===== config.mk =====
export PLATFORM = sky130hd
export DESIGN_NAME = rmf_vec_unit
export DESIGN_NICKNAME = d
export VERILOG_FILES = /design/src/rmf_frame_propagation_defines.svh /design/src/rmf_pkg.sv /design/src/rmf_vec_unit.sv
export SDC_FILE = /design/constraint.sdc
export NUM_CORES = 2
export LEC_CHECK = 0
export ABC_AREA = 1
export BUFFER_PORTS_ARGS = -buffer_cell sky130_fd_sc_hd__buf_4
export CAP_MARGIN = 20
export CORE_MARGIN = 2
export CORE_UTILIZATION = 50
export DETAILED_ROUTE_END_ITERATION = 16
export PLACE_DENSITY_LB_ADDON = 0.08
export SETUP_SLACK_MARGIN = 0.5
export SYNTH_ARGS = -nofsm -noshare
export SYNTH_HDL_FRONTEND = slang
export SYNTH_SLANG_ARGS = --single-unit

===== constraint.sdc =====
create_clock -name clk -period 20.5 [get_ports clk]
set_input_delay 1.025 -clock clk [delete_from_list [all_inputs] [get_ports clk]]
set_output_delay 1.025 -clock clk [all_outputs]
set_load 0.005 [all_outputs]

===== src/rmf_frame_propagation_defines.svh =====
// Assertion macros for the frame propagation block.
// Used by rmf_frame_propagation; expects clk and rst in scope.
`ifndef RMF_FRAME_PROPAGATION_DEFINES_SVH
`define RMF_FRAME_PROPAGATION_DEFINES_SVH

// same-cycle implication
`define RMF_ASSERT_IMPL(lbl, ante, cons, msg) \
  lbl: assert property (@(posedge clk) disable iff (rst) (ante) |-> (cons)) else $error(msg);

// next-cycle implication
`define RMF_ASSERT_NEXT(lbl, ante, cons, msg) \
  lbl: assert property (@(posedge clk) disable iff (rst) (ante) |=> (cons)) else $error(msg);

`endif


===== src/rmf_pkg.sv =====
// Shared constants and types for the frame propagation block.
// No dependencies; used by rmf_vec_unit and rmf_frame_propagation.
package rmf_pkg;

  localparam int COORD_WIDTH_DEF   = 32;
  localparam int VEC_FRAC_BITS_DEF = 30;
  localparam int VEC_WIDTH_DEF     = 36;
  localparam int IFRAC             = 30;
  localparam int MUL_BITS          = 32;
  localparam int HELPER_NUM        = 100;
  localparam int HELPER_LIM        = 99;

  typedef enum logic [1:0] {
    VOP_NORM  = 2'd0,
    VOP_REFL  = 2'd1,
    VOP_CROSS = 2'd2
  } vop_t;

  typedef struct packed {
    logic start;
    vop_t op;
  } vcmd_t;

  typedef struct packed {
    logic done;
  } vrsp_t;

endpackage


===== src/rmf_vec_unit.sv =====
// Shared vector unit: normalize, reflect across a unit vector, cross product.
// Bit-serial multiplier, square root and divider; uses rmf_pkg.
module rmf_vec_unit #(
  parameter int VW = rmf_pkg::VEC_WIDTH_DEF
) (
  input  logic                  clk,
  input  logic                  rst,
  input  rmf_pkg::vcmd_t        cmd,
  input  logic [2:0][VW-1:0]    a,
  input  logic [2:0][VW-1:0]    b,
  output rmf_pkg::vrsp_t        rsp,
  output logic [2:0][VW-1:0]    r
);

  localparam int MBW  = rmf_pkg::MUL_BITS;
  localparam int PW   = VW + MBW;
  localparam int ACCW = PW + 2;
  localparam int SQW  = 2 * MBW;
  localparam int RW   = MBW + 2;
  localparam int QW   = rmf_pkg::IFRAC + 1;
  localparam int DRW  = MBW + 2;
  localparam int BCW  = $clog2(MBW);

  typedef logic [2:0][VW-1:0] vec_t;

  typedef enum logic [12:0] {
    U_IDLE = 13'b0000000000001,
    U_ABS  = 13'b0000000000010,
    U_SHR  = 13'b0000000000100,
    U_SHL  = 13'b0000000001000,
    U_NEXT = 13'b0000000010000,
    U_MUL  = 13'b0000000100000,
    U_ACC  = 13'b0000001000000,
    U_POST = 13'b0000010000000,
    U_SQI  = 13'b0000100000000,
    U_SQRT = 13'b0001000000000,
    U_DIVI = 13'b0010000000000,
    U_DIV  = 13'b0100000000000,
    U_DONE = 13'b1000000000000
  } ust_t;

  ust_t                  st;
  rmf_pkg::vop_t         op_r;
  vec_t                  va, vb, vr;
  logic [2:0]            sg;
  logic [VW-1:0]         m;
  logic [VW-1:0]         ma;
  logic [MBW-1:0]        mb;
  logic [PW-1:0]         prod;
  logic                  neg;
  logic signed [ACCW-1:0] acc;
  logic [VW-1:0]         d;
  logic [1:0]            tc;
  logic [BCW-1:0]        bc;
  logic                  scl;
  logic                  sub;
  logic [SQW-1:0]        sqx;
  logic [RW-1:0]         srem;
  logic [MBW-1:0]        root;
  logic [DRW-1:0]        drem;
  logic [QW-1:0]         q;

  function automatic logic [VW-1:0] absv(input logic [VW-1:0] v);
    return v[VW-1] ? -v : v;
  endfunction

  function automatic logic [VW-1:0] rnd(input logic signed [ACCW-1:0] v);
    logic [ACCW-1:0] mg;
    mg = v[ACCW-1] ? -v : v;
    mg = (mg + (ACCW'(1) << (rmf_pkg::IFRAC - 1))) >> rmf_pkg::IFRAC;
    return VW'(v[ACCW-1] ? -mg : mg);
  endfunction

  function automatic vec_t rot(input vec_t v);
    return {v[0], v[2], v[1]};
  endfunction

  function automatic vec_t push(input vec_t v, input logic [VW-1:0] x);
    return {x, v[2], v[1]};
  endfunction

  logic [VW-1:0]          xa, xb;
  logic                   xinv;
  logic [2:0][VW-1:0]     abs_a;
  logic [VW-1:0]          max01, maxv;
  logic signed [ACCW-1:0] sprod;
  logic [RW-1:0]          rem2, trial;
  logic                   dge;
  logic [DRW-1:0]         dsub;
  logic [QW-1:0]          qf;

  always_comb begin
    xa   = va[0];
    xb   = vb[0];
    xinv = 1'b0;
    case (op_r)
      rmf_pkg::VOP_NORM: begin
        xa = va[0];
        xb = va[0];
      end
      rmf_pkg::VOP_REFL: begin
        xa = scl ? d : va[0];
        xb = vb[0];
      end
      rmf_pkg::VOP_CROSS: begin
        xa   = sub ? va[2] : va[1];
        xb   = sub ? vb[1] : vb[2];
        xinv = sub;
      end
      default: begin
        xa = va[0];
        xb = vb[0];
      end
    endcase
  end

  always_comb begin
    for (int i = 0; i < 3; i++) abs_a[i] = absv(va[i]);
    max01 = (abs_a[0] > abs_a[1]) ? abs_a[0] : abs_a[1];
    maxv  = (max01 > abs_a[2]) ? max01 : abs_a[2];
    sprod = signed'({{(ACCW - PW){1'b0}}, prod});
    rem2  = {srem[RW-3:0], sqx[SQW-1:SQW-2]};
    trial = {root, 2'b01};
    dge   = drem >= DRW'(root);
    dsub  = dge ? drem - DRW'(root) : drem;
    qf    = {q[QW-2:0], dge};
  end

  always_ff @(posedge clk) begin
    if (rst) begin
      st <= U_IDLE;
    end else begin
      case (st)
        U_IDLE: begin
          if (cmd.start) begin
            va   <= a;
            vb   <= b;
            op_r <= cmd.op;
            tc   <= '0;
            acc  <= '0;
            scl  <= 1'b0;
            sub  <= 1'b0;
            st   <= (cmd.op == rmf_pkg::VOP_NORM) ? U_ABS : U_NEXT;
          end
        end
        U_ABS: begin
          va <= abs_a;
          sg <= {va[2][VW-1], va[1][VW-1], va[0][VW-1]};
          m  <= maxv;
          if (maxv == '0) begin
            vr <= '0;
            st <= U_DONE;
          end else begin
            st <= U_SHR;
          end
        end
        U_SHR: begin
          if (m >= (VW'(1) << (rmf_pkg::IFRAC + 1))) begin
            for (int i = 0; i < 3; i++) va[i] <= (va[i] + VW'(1)) >> 1;
            m <= (m + VW'(1)) >> 1;
          end else begin
            st <= U_SHL;
          end
        end
        U_SHL: begin
          if (m < (VW'(1) << rmf_pkg::IFRAC)) begin
            for (int i = 0; i < 3; i++) va[i] <= va[i] << 1;
            m <= m << 1;
          end else begin
            tc  <= '0;
            acc <= '0;
            st  <= U_NEXT;
          end
        end
        U_NEXT: begin
          ma   <= absv(xa);
          mb   <= MBW'(absv(xb));
          neg  <= xa[VW-1] ^ xb[VW-1] ^ xinv;
          prod <= '0;
          bc   <= '0;
          st   <= U_MUL;
        end
        U_MUL: begin
          prod <= {prod[PW-2:0], 1'b0} + (mb[MBW-1] ? PW'(ma) : '0);
          mb   <= {mb[MBW-2:0], 1'b0};
          bc   <= bc + BCW'(1);
          if (bc == BCW'(MBW - 1)) st <= U_ACC;
        end
        U_ACC: begin
          acc <= acc + (neg ? -sprod : sprod);
          st  <= U_POST;
        end
        U_POST: begin
          case (op_r)
            rmf_pkg::VOP_NORM: begin
              va <= rot(va);
              if (tc == 2'd2) begin
                st <= U_SQI;
              end else begin
                tc <= tc + 2'd1;
                st <= U_NEXT;
              end
            end
            rmf_pkg::VOP_REFL: begin
              va <= rot(va);
              vb <= rot(vb);
              if (!scl) begin
                if (tc == 2'd2) begin
                  d   <= rnd(acc);
                  acc <= '0;
                  tc  <= '0;
                  scl <= 1'b1;
                end else begin
                  tc <= tc + 2'd1;
                end
                st <= U_NEXT;
              end else begin
                vr  <= push(vr, va[0] - rnd({acc[ACCW-2:0], 1'b0}));
                acc <= '0;
                if (tc == 2'd2) begin
                  st <= U_DONE;
                end else begin
                  tc <= tc + 2'd1;
                  st <= U_NEXT;
                end
              end
            end
            rmf_pkg::VOP_CROSS: begin
              if (!sub) begin
                sub <= 1'b1;
                st  <= U_NEXT;
              end else begin
                sub <= 1'b0;
                vr  <= push(vr, rnd(acc));
                acc <= '0;
                va  <= rot(va);
                vb  <= rot(vb);
                if (tc == 2'd2) begin
                  st <= U_DONE;
                end else begin
                  tc <= tc + 2'd1;
                  st <= U_NEXT;
                end
              end
            end
            default: st <= U_DONE;
          endcase
        end
        U_SQI: begin
          sqx  <= SQW'(acc);
          srem <= '0;
          root <= '0;
          bc   <= '0;
          st   <= U_SQRT;
        end
        U_SQRT: begin
          if (rem2 >= trial) begin
            srem <= rem2 - trial;
            root <= {root[MBW-2:0], 1'b1};
          end else begin
            srem <= rem2;
            root <= {root[MBW-2:0], 1'b0};
          end
          sqx <= sqx << 2;
          bc  <= bc + BCW'(1);
          if (bc == BCW'(MBW - 1)) begin
            tc <= '0;
            st <= U_DIVI;
          end
        end
        U_DIVI: begin
          drem <= DRW'(va[0]);
          q    <= '0;
          bc   <= '0;
          st   <= U_DIV;
        end
        U_DIV: begin
          drem <= {dsub[DRW-2:0], 1'b0};
          q    <= qf;
          bc   <= bc + BCW'(1);
          if (bc == BCW'(QW - 1)) begin
            vr <= push(vr, sg[0] ? -VW'(qf) : VW'(qf));
            va <= rot(va);
            sg <= {sg[0], sg[2], sg[1]};
            if (tc == 2'd2) begin
              st <= U_DONE;
            end else begin
              tc <= tc + 2'd1;
              st <= U_DIVI;
            end
          end
        end
        U_DONE: st <= U_IDLE;
        default: st <= U_IDLE;
      endcase
    end
  end

  assign rsp.done = (st == U_DONE);
  assign r        = vr;

endmodule


# ---- Yosys cells after proc, flatten, opt, wreduce, memory -nomap -nowiden
# Index checks and enable logic that the tools add are counted.
dict set report classes {
  add_sub_neg 24
  order_cmp 6
  n_eq_ne 35
  muxes 93
  bitwise 4
  n_reduce_logical 34
}
# cell count
set ops {}
lappend ops {{$mux W108} 11}
lappend ops {{$pmux W108 S2} 4}
lappend ops {{$pmux W108 S6} 1}
lappend ops {{$mux W36} 14}
lappend ops {{$mux W70} 6}
lappend ops {{$pmux W108 S3} 1}
lappend ops {{$pmux W70 S4} 1}
lappend ops {{$neg A36 Y36} 6}
lappend ops {{$pmux W32 S2} 3}
lappend ops {{$pmux W13 S12} 1}
lappend ops {{$add A36 B1 Y36 const B} 4}
lappend ops {{$pmux W36 S2} 2}
lappend ops {{$mux W13} 11}
lappend ops {{$pmux W70 S2} 1}
lappend ops {{$pmux W68 S2} 1}
lappend ops {{$add A66 B30 Y66 const B} 2}
lappend ops {{$mux W66} 2}
lappend ops {{$neg A66 Y66} 2}
lappend ops {{$pmux W64 S2} 1}
lappend ops {{$pmux W36 S3} 1}
lappend ops {{$gt A36 B36 Y1} 2}
lappend ops {{$add A70 B70 Y70} 1}
lappend ops {{$neg A68 Y70} 1}
lappend ops {{$add A68 B36 Y68} 1}
lappend ops {{67 further kinds} 116}
dict set report totals {
  regBits 822
  in_bits 221
  output_inout_bits 109
  word_cells 225
}

# ---- Logic depth before layout (Yosys ltp)
dict set report logic_depth {
  ltp_word 9
  ltp_mapped 47
  ltp_nobuf 44
}

# ---- Worst setup path after synthesis
# Ideal clock, no wire load.
dict set report synth_timing {
  path_type {reg2reg}
  from {register va[47] in the netlist's numbering}
  to {register vr, in the netlist r[0] (enable)}
  arrival_time_ns 10.823
  t_required_ns 19.889
  slack_ns 9.066
  path_stages_with_launch 39
  cell_sequence {edfxtp_1 > clkbuf_1 > nor2_1 > inv_1 > nor3_1 > nand4_1 > nor2_1 > nand2_1 > o21ai_0 > xor2_1 > inv_1 > ha_1 > nand2_1 > nor2_1 > nand4_1 > nor3_1 > nand4_1 > nand3_1 > (+3 left out) > o21ai_0 > nand2_1 > inv_1 > ha_1 > nand4_1 > nor4_1 > nand4_1 > nand2_1 > clkbuf_1 > clkbuf_1 > nand2_1 > o21ai_0 > nand2_1 > nor2_1 > nand3_1 > nor2_1 > nand3_1 > a21oi_1}
}
dict set report synth_between {
  elab_chain_cells 9
}
# item line
set synth_lines {}
lappend synth_lines {{start, declared} rmf_vec_unit.sv:44} ;# vec_t va, vb, vr;
lappend synth_lines {{start signal, assigned} rmf_vec_unit.sv:147} ;# va <= abs_a;
lappend synth_lines {{start signal, assigned} rmf_vec_unit.sv:196} ;# va <= rot(va);
lappend synth_lines {{start signal, assigned} rmf_vec_unit.sv:205} ;# va <= rot(va);
lappend synth_lines {{$neg A36 Y36} rmf_vec_unit.sv:64} ;# return v[VW-1] ? -v : v;
lappend synth_lines {{$mux W36 *} rmf_vec_unit.sv:64}
lappend synth_lines {{$gt A36 B36 Y1} rmf_vec_unit.sv:119} ;# max01 = (abs_a[0] > abs_a[1]) ? abs_a[0] : abs_a[1];
lappend synth_lines {{$mux W36 *} rmf_vec_unit.sv:119}
lappend synth_lines {{$gt A36 B36 Y1} rmf_vec_unit.sv:120} ;# maxv = (max01 > abs_a[2]) ? max01 : abs_a[2];
lappend synth_lines {{$mux W36 *} rmf_vec_unit.sv:120}
lappend synth_lines {{$logic_not A36 Y1 *} rmf_vec_unit.sv:150} ;# if (maxv == '0) begin
lappend synth_lines {{$ne A2 B2 Y1 (no source line) *} --}
lappend synth_lines {{$reduce_and A7 Y1 (no source line) *} --}
lappend synth_lines {{end signal, assigned} rmf_vec_unit.sv:218} ;# vr <= push(vr, va[0] - rnd({acc[ACCW-2:0], 1'b0}));
lappend synth_lines {{end signal, assigned} rmf_vec_unit.sv:234} ;# vr <= push(vr, rnd(acc));
lappend synth_lines {{end signal, assigned} rmf_vec_unit.sv:282} ;# vr <= push(vr, sg[0] ? -VW'(qf) : VW'(qf));
lappend synth_lines {{end, declared} rmf_vec_unit.sv:44}
# Mark *: on every way between the ends. The rest lies on a longest branch, timed or not.
# A chain may end at the register's enable or synchronous reset.

# ---- Worst setup path in the final report
dict set report layout_timing {
  from {register va[36] in the netlist's numbering}
  to {register vr, in the netlist r[9] (enable)}
}
# The elaborated chain is that of the path after synthesis.

==> metrics.txt <==
Max-cap violations=0; I/O pin cnt=330; TritonRoute pass-1 iters=9; Final Net Count=10174; Tot Pwr=9.05 mW; outcome=finished clean; Hold Fails Final Rpt=0; top post-synthesis cells by count=2451 x nand2_1, 1120 x inv_1, 1101 x nor2_1; Die H=approximately 370 µm; Gates resized, CTS repair=0; TritonCTS Buffers=96; Post-DRT Antenna Nets=0; largest net degree at the start of global routing=120; WS Path Type=flop to flop; Worst Path Required=20.85 ns; placed inst area=72100 µm²; via count=roughly 70000; Synthesized Nets=10007; Synth cell types=78; most common cell in the netlist=nand2_1; Final WS setup=8.58 ns; ys async rst share=0%; H-tree depth=3; Max Transition Viols Final=0; clk root buf=clkbuf_16; share of layout cells above drive strength 1=8.11%; number of cells produced by synthesis=9477; Syn Area/Cell=~7.2 µm²; crit path DAT=between 10 and 15 ns; Hold WC Path Type=flop to flop; Layout Skew=just over 0.05 ns; DIE AREA=139000 µm²; die span in x=373 µm; Port-buffer cells=320; worst slack, placed=9.07 ns; Congestion Overflow GR=0; initial antenna violation count=6; mapped cell area=68000 µm²; CTS tree=built; Non-Filler Cell Area, Final=75300 µm²; Sink Count=813; DP Wirelength=between 200000 and 250000 µm; critical path launch point type=flop; vias per cell=6.08; total negative slack=0 ns; DRC Markers=0; Static Leak=32.4 nW; GP Congestion=1.04; # hold bufs at CTS=0; Slew headroom=9.59%; Largest delay share family, worst path=simple AND/OR/NAND/NOR gates; final worst-path cycle share=roughly 58%; sequential area share after synthesis=35.7%; Synth top area share=35.3%; clk slew on worst S/H paths=0.06 ns; minimum clock period=11.92 ns; worst ir drop on vdd=105 µV; clock latency on the worst-skew pair=0.76 ns; DRT Wirelength=~290000 µm; DR WL/cell=approximately 25 µm; Global Route Usage Sum=40.0%; Max FO, Critical Path=between 60 and 70; first-pass GRT wire length=~420000 µm; Worst path slowest cell=buf_4; Largest stage delay, worst path=0.75 ns; top_reg_cell synth=edfxtp_1; FMAX=0.0839 GHz; vias in the first global route=64609; buffers and inverters on the worst path=8; Core Footprint=~140000 µm²; CP endpoint kind=flop; CTS Buffer Depth=3; Finish-stage setup viols=0; Starting Density=50.3%; FP Rows=135; # Post-CTS Setup Buffers=0; largest area contributor in the netlist=edfxtp_1; pwr dens=120 nW/µm²; Synth area leaders=edfxtp_1 35%, nand2_1 14%, inv_1 6.2%; Post-synth EDFFs=800; unrepaired setup endpoints after global routing=false; final core utilization=55.7%; Cells after DPL=11325; Synth-to-Final Area Change=10.8%; YS warnings=0; worst hold slack=between 0.4 and 0.5 ns; flops & latches, synth=~810; Final Non-Filler Cells=about 12000; 1st-iter DRT viols=8975; Slew @ Worst Pin=1.36 ns
report_power, final:
group / internal [mW] / total [mW] / switching, mW / leakage, nW
Combinational: 1.30 / 4.75 / 3.45 / 23.4
Sequential: 2.20 / 2.52 / 0.324 / 7.50
Clock: 0.996 / 1.78 / 0.781 / 1.51
sequential cells by signal, summed over array words and instances (netlist names), 34 cells and up:
| name | flops |
|---|---|
| drem | 34 |
| va | 108 |
| r | 108 |
| prod | 68 |
| d | 36 |
| sqx | 64 |
| vb | 99 |
| ma | 36 |
| acc | 70 |
| m | 36 |
path summary, 6_finish.rpt:
check | to | slack [ns] | from | cells after the start
min | sqx[3] | 0.49 | sqx[1] | 2
min reg2reg | sqx[3] | 0.49 | sqx[1] | 2
max | r[9] | 8.58 | va[36] | 40
max reg2reg | r[9] | 8.58 | va[36] | 40
area by class of cell:
cell class                      count  area [µm²]
Fill cell                       13007       60000
Multi-Input combinational cell   7150       38100
Sequential cell                   813       24300
Inverter                         1168        4380
Timing Repair Buffer              415        3140
Clock buffer                      119        2490
Tap cell                         1781        2230
Clock inverter                     55         676
Antenna cell                        4        10.0
per-layer routing:
metal  up-vias  global-route usage, %  share of wire [%]
li1      32423                      -                  -
met1     32767                   52.5                 40
met3       761                   6.90                9.9
met5         -                      0             0.0035
met2      3941                   62.1                 44
met4         2                   23.5                7.0
worst min-delay path: stages, from the launching register on:
cell	delay, ns
edfxtp_1	0.32
nand2_1	0.05
nand2_1	0.05
logic make-up (layout without fill, tap and decap cells):
family	Yosys count	count (layout)	share of synthesized area (%)
buffers and inverters	1514	1757	8.44
adder cells (fa/ha/maj)	309	309	5.73
other	0	4	0
flip-flops	813	813	35.7
AND/OR/NAND/NOR	4541	4541	28.0
AO/OA/AOI/OAI	1874	1874	16.5
XOR/XNOR	426	426	5.59
cell usage in the layout, fill, tap and decap left out, types with 38 or more instances in the layout:
master,n
clkbuf_16,96
a22oi_1,107
nand4_1,129
o2111ai_1,81
o22ai_1,44
nor2_2,49
buf_4,412
nand2_2,46
clkinv_1,43
o21ai_0,595
nand3_1,421
edfxtp_1,800
nor4_1,91
o21ai_1,38
o21a_1,60
xnor2_1,78
o211ai_1,58
nand2_1,2448
inv_1,1112
a21oi_1,576
nor2_1,1093
o221ai_1,83
xor2_1,340
nor3_1,149
a31oi_1,73
ha_1,305
Note: power is estimated with default switching activity, not from simulation.
